## src/hw/rtl/csp_pkg.sv

```systemverilog
// ============================================================================
// csp_pkg
// Shared types and constants for the closest segment projection block and
// its multi-cycle multiplier.
// ============================================================================
`timescale 1ns / 1ps
`default_nettype none

package csp_pkg;

    // Multiplier geometry: operands are taken apart into 32-bit limbs.
    localparam int LIMB_W    = 32;
    localparam int MUL_LIMBS = 3;
    localparam int MUL_W     = LIMB_W * MUL_LIMBS;
    localparam int PROD_W    = 2 * MUL_W;

    // Quotient bits produced by the restoring divider, one per cycle.
    localparam int DIV_STEPS = 32;

    // Number of coordinate axes.
    localparam int AXES = 3;

    // Command codes.
    localparam logic [1:0] CMD_CLEAR  = 2'd0;
    localparam logic [1:0] CMD_APPEND = 2'd1;
    localparam logic [1:0] CMD_QUERY  = 2'd2;
    localparam logic [1:0] CMD_NOP    = 2'd3;

    // Result status codes.
    localparam logic [1:0] STAT_OK   = 2'd0;
    localparam logic [1:0] STAT_NONE = 2'd1;
    localparam logic [1:0] STAT_FULL = 2'd2;

    // Configuration register indexes.
    localparam logic CFG_DIST_TOL  = 1'b0;
    localparam logic CFG_PARAM_TOL = 1'b1;

    // Sequencer states.
    typedef enum logic [3:0] {
        ST_IDLE,
        ST_READ,
        ST_LOAD,
        ST_MUL,
        ST_DM,
        ST_DIV,
        ST_BEST,
        ST_NEXT,
        ST_RESP
    } t_state;

    // Operations issued to the shared multiplier.
    typedef enum logic [3:0] {
        OP_DT2,
        OP_DOT,
        OP_LEN,
        OP_D2L,
        OP_CLIPA,
        OP_CLIPB,
        OP_COIN,
        OP_DIVM,
        OP_DIST
    } t_op;

    // One stored segment; element 0 of each coordinate triple is x.
    typedef struct packed {
        logic [2:0][31:0] s;
        logic [2:0][31:0] e;
        logic [15:0]      si;
        logic [15:0]      ei;
        logic [15:0]      ch;
    } t_entry;

    // Magnitude of a 33-bit signed difference of two 32-bit values.
    function automatic logic [31:0] mag33(input logic signed [32:0] v);
        logic [32:0] m;
        m = v[32] ? 33'(-v) : 33'(v);
        return m[31:0];
    endfunction

endpackage

`default_nettype wire

```

## src/hw/rtl/csp_mul.sv

```systemverilog
// ============================================================================
// csp_mul
// Multi-cycle unsigned multiplier: one 32x32 limb product per cycle,
// accumulated into a wide register in the next cycle.
// ============================================================================
`timescale 1ns / 1ps
`default_nettype none

module csp_mul (
    input  logic                        i_clk,
    input  logic                        i_rst_n,
    input  logic                        i_start,
    input  logic [csp_pkg::MUL_W-1:0]   i_a,
    input  logic [csp_pkg::MUL_W-1:0]   i_b,
    output logic                        o_done,
    output logic [csp_pkg::PROD_W-1:0]  o_prod
);
    import csp_pkg::*;

    logic [MUL_W-1:0]    r_a;
    logic [MUL_W-1:0]    r_b;
    logic [1:0]          r_i;
    logic [1:0]          r_j;
    logic                r_run;
    logic [2*LIMB_W-1:0] r_pp;
    logic                r_ppv;
    logic                r_pplast;
    logic [2:0]          r_sh;
    logic [PROD_W-1:0]   r_acc;
    logic                r_done;

    logic                w_last_i;
    logic                w_last_j;
    logic [LIMB_W-1:0]   w_la;
    logic [LIMB_W-1:0]   w_lb;
    logic [PROD_W-1:0]   w_pp_sh;

    // Limb selection and placement of the partial product.
    assign w_last_i = (r_i == 2'(MUL_LIMBS - 1));
    assign w_last_j = (r_j == 2'(MUL_LIMBS - 1));
    assign w_la     = r_a[LIMB_W*r_i +: LIMB_W];
    assign w_lb     = r_b[LIMB_W*r_j +: LIMB_W];
    assign w_pp_sh  = PROD_W'(r_pp) << (LIMB_W * r_sh);

    // Limb walk control.
    always_ff @(posedge i_clk) begin
        if (!i_rst_n) begin
            r_run    <= 1'b0;
            r_ppv    <= 1'b0;
            r_pplast <= 1'b0;
            r_done   <= 1'b0;
            r_i      <= '0;
            r_j      <= '0;
        end else begin
            r_ppv    <= r_run;
            r_pplast <= r_run && w_last_i && w_last_j;
            r_done   <= r_ppv && r_pplast;
            if (i_start) begin
                r_run <= 1'b1;
                r_i   <= '0;
                r_j   <= '0;
            end else if (r_run) begin
                if (w_last_j) begin
                    r_j <= '0;
                    if (w_last_i) begin
                        r_run <= 1'b0;
                    end else begin
                        r_i <= r_i + 2'd1;
                    end
                end else begin
                    r_j <= r_j + 2'd1;
                end
            end
        end
    end

    // Operand capture, limb product and accumulation.
    always_ff @(posedge i_clk) begin
        if (i_start) begin
            r_a <= i_a;
            r_b <= i_b;
        end
        r_pp <= w_la * w_lb;
        r_sh <= 3'(r_i) + 3'(r_j);
        if (i_start) begin
            r_acc <= '0;
        end else if (r_ppv) begin
            r_acc <= r_acc + w_pp_sh;
        end
    end

    assign o_done = r_done;
    assign o_prod = r_acc;

endmodule

`default_nettype wire

```

## config.mk

```make
export PLATFORM = sky130hd
export DESIGN_NAME = csp_mul
export DESIGN_NICKNAME = d
export VERILOG_FILES = /design/src/hw/rtl/csp_pkg.sv /design/src/hw/rtl/csp_mul.sv
export SDC_FILE = /design/constraint.sdc
export NUM_CORES = 2
export LEC_CHECK = 0
export BUFFER_PORTS_ARGS = -buffer_cell sky130_fd_sc_hd__buf_2
export CAP_MARGIN = 15
export CORE_MARGIN = 2
export CORE_UTILIZATION = 45
export DETAILED_ROUTE_END_ITERATION = 10
export PLACE_DENSITY = 0.74
export SLEW_MARGIN = 20
export SYNTH_ARGS = -nofsm -noshare
export SYNTH_HDL_FRONTEND = slang
export SYNTH_SLANG_ARGS = --single-unit
```

## constraint.sdc

```tcl
create_clock -name i_clk -period 13.06 [get_ports i_clk]
set_input_delay 1.959 -clock i_clk [delete_from_list [all_inputs] [get_ports i_clk]]
set_output_delay 1.959 -clock i_clk [all_outputs]
set_load 0.005 [all_outputs]
```

==> impl_results.rst <==
.. list-table::
   :header-rows: 1

   * - Metric
     - Value
   * - Run status
     - finished clean
   * - Post-placement cell count
     - 9,185
   * - Placer congestion estimate
     - 1.04
   * - Final Critical Period
     - 10,490 ps
   * - Later-pin clock latency in the skew report
     - 700 ps
   * - Grt total ovfl
     - 0
   * - Final setup violation count
     - 0
   * - Count of unique library cells instantiated by Yosys
     - 92
   * - Slew HR
     - a little under a fifth
   * - Critical path's most frequent cell
     - fa_1
   * - Setup repair after global routing missed its margin
     - false
   * - Average detailed-routed wire length per instance
     - 26.7 um
   * - Setup bufs post-CTS
     - 0
   * - FFs w/ async S/R, synth
     - 0%
   * - Final HPWL DP
     - about 200 mm
   * - Clock slew at the register clock pins of the worst setup and hold paths
     - 60 ps
   * - Count of final hold-check violations
     - 0
   * - Gates resized, CTS repair
     - 0
   * - Largest net degree at the start of global routing
     - 79
   * - Number of buffers created by CTS
     - 50
   * - Largest buffer count on any clock path
     - 3
   * - Via count normalized by instance count
     - 5.96
   * - Synthesized cell area
     - 0.0624 sq mm
   * - Post-route standard cell area excluding fillers
     - slightly below 0.07 sq mm
   * - Tot GR Track Use
     - between 30% and 40%
   * - Clock skew
     - 87.8 ps
   * - Hold bufs inserted after CTS
     - 0
   * - Final critical-path share of the clock period
     - ~80%
   * - 1st-pass router iterations
     - 9
   * - Total of warnings raised by yosys
     - 0
   * - Port Buffers
     - 387
   * - FMAX
     - 95.4 MHz
   * - Count of placed standard cells in the final layout, fillers left out
     - 9,279
   * - Total of flip-flops plus latches after synthesis
     - between 400 and 500
   * - Number of global-route vias before repair
     - 55,900
   * - Count of max-cap constraint violations
     - 0
   * - Maximum level of the CTS H-tree
     - 2
   * - TritonCTS clock tree
     - yes
   * - Area share of and/or/nand/nor cells after synthesis
     - 15.8%
   * - Number of DRC markers after the initial detailed-route iteration
     - 6,295
   * - First-pass GRT wire length
     - 363 mm
   * - Actual slew at the worst max-slew pin
     - approximately 1200 ps
   * - Cell at the slowest stage of the critical path
     - a21o_1
   * - Initial antenna violation count
     - 9
   * - Final wirelength
     - 248 mm
   * - Top_reg_cell synth
     - dfxtp_1
   * - Largest family of logic cells by synthesized area
     - adder cells
   * - Row cnt
     - between 100 and 150
   * - Clock sink count
     - 459
   * - Maximum fanout encountered on the critical timing path
     - 38
   * - XOR/XNOR share of the synthesized area
     - under 10%
   * - Post-synthesis average cell area
     - approximately 8.6 sq um
   * - Worst hold slack
     - 470 ps
   * - Number of synthesized flops with an enable pin
     - 192
   * - DR DRC count
     - 0
   * - Clock tree root driver cell
     - clkbuf_16
   * - Complex-gate fraction of the synthesized area
     - 13.8%
   * - Share of final-layout standard cells stronger than drive strength 1
     - under 10%
   * - Fraction of the yosys area taken by sequential cells
     - 17.8%
   * - Cell accounting for the most synthesized area
     - fa_1
   * - Initial cell density of the core
     - 45.4%
   * - Share of Yosys cell area claimed by the top area cell type
     - 28.8%
   * - Max-slew violation count
     - 0
   * - Nets in the synthesized netlist
     - between 8,000 and 9,000
   * - DIE HEIGHT
     - 376 um
   * - Critical path launch point type
     - register
   * - Overall die area
     - ~0.14 sq mm
   * - Placeable Area
     - approximately 0.14 sq mm
   * - Portion of netlist area occupied by mux cells
     - between 3 and 4%
   * - Antenna Nets Post-Route
     - 0
   * - Top-level I/O count
     - just under 400
   * - Type of element capturing the critical path
     - register
   * - Cells after Synth
     - just over 7,000
   * - Worst endpoint data arrival time
     - 11,110 ps
   * - Floorplan die width
     - ~380 um
   * - Worst endpoint required time
     - 13,680 ps
   * - Placement-stage cell area
     - approximately 0.066 sq mm
   * - Total via count after detailed routing
     - 55,300
   * - Synth Area in Adders
     - 38.0%
   * - Total number of nets in the final design
     - 8,992
   * - Area added between synthesis and finish
     - 8.98%
   * - Dominant cells by area after synthesis
     - fa_1 29%, edfxtp_1 9.2%, ha_1 9.1%, dfxtp_1 8.6%, nor2_1 6.9%
   * - Total negative slack
     - 0 ps
   * - Classification of the worst setup path
     - register to register
   * - Worst hold path type
     - register to register
   * - Delay contributed by the slowest stage of the critical path
     - around 720 ps
-- final timing paths --
kind	endpoint	slack, ps	startpoint	cells after the start
max	r_pp[60]	2570	r_i[1]	31
min	o_prod[178]	470	o_prod[178]	2
max reg2reg	r_pp[60]	2570	r_i[1]	31
min reg2reg	o_prod[178]	470	o_prod[178]	2
-- state kept, by name (all words and copies together) (netlist names) --
signal,count
o_prod,192
r_sh,3
r_a,96
r_run,1
o_done,1
r_b,96
r_pplast,1
r_pp,64
r_ppv,1
r_j,2
r_i,2
-- metrics by stage --
stage | util, % | setup WS, ps
floorplan | - | 3930
global placement | 48.2 | 2900
detailed placement | 48.2 | 2730
CTS | 49.4 | 2730
global route | 49.4 | 2150
finish | 49.4 | 2570
-- layout make-up --
class / count / area (sq um)
clock buffers: 63 / 1350
clock inverters: 27 / 350
diodes: 4 / 10.0
fillers: 13100 / 69500
inverters: 918 / 3450
well taps: 1794 / 2240
flip-flops and latches: 459 / 11100
multi-input cells: 5495 / 46500
repair buffers: 519 / 2940
-- cell usage in the layout, fill, tap and decap left out, types with 192 or more instances in the layout --
cell / count
buf_2: 386
edfxtp_1: 192
o21ai_0: 265
nand2_1: 782
ha_1: 456
dfxtp_1: 263
a21oi_1: 419
inv_1: 918
a21o_1: 224
nor2_1: 1135
fa_1: 898
-- cell usage after synthesis (7+ instances only) --
master	n
nor2b_1	21
or2_2	10
nor2_1	1139
xor2_1	98
mux2i_1	195
a211oi_1	29
o21a_1	35
and3_1	26
o31ai_1	17
clkbuf_1	350
a22o_1	36
o211ai_1	19
nand4_1	118
buf_1	14
and2_1	44
nand3_1	53
xnor2_1	145
a221o_1	8
o31a_1	8
buf_2	40
a22oi_1	37
o21bai_1	66
nand2b_1	32
and4_1	14
a21boi_0	16
o21ai_1	19
or3_1	16
nor4_1	17
a221oi_1	7
nor3_1	54
a41oi_1	7
dfxtp_1	267
a21oi_1	455
a31oi_1	34
nand2_1	782
a21o_1	225
inv_1	918
edfxtp_1	192
ha_1	456
fa_1	898
o21ai_0	265
-- critical path: cells and delay by family, from the launching register on --
family,cells,cell delay (ps)
XOR/XNOR,1,160
flip-flops,1,310
buffers and inverters,7,1210
adder cells (fa/ha/maj),9,4230
AO/OA/AOI/OAI,11,3490
AND/OR/NAND/NOR,3,1030
-- routing by layer --
metal / wire length, um / vias to the layer above / GRT usage (%)
met4: 19200 / 2 / 21.6
met1: 93800 / 26900 / 43.8
li1: - / 24100 / -
met2: 108000 / 3516 / 53.8
met3: 26900 / 811 / 7.83
met5: 13 / - / 0
-- cell families after synthesis --
kind of cell | after synthesis
adder cells (fa/ha/maj) | 1354
AND/OR/NAND/NOR | 2348
AO/OA/AOI/OAI | 1353
flip-flops | 459
buffers and inverters | 1323
multiplexers | 197
XOR/XNOR | 243
Power is left out: the tool's default activity adds up to more than one toggle a clock period on the data nets, which glitch-free logic cannot reach.
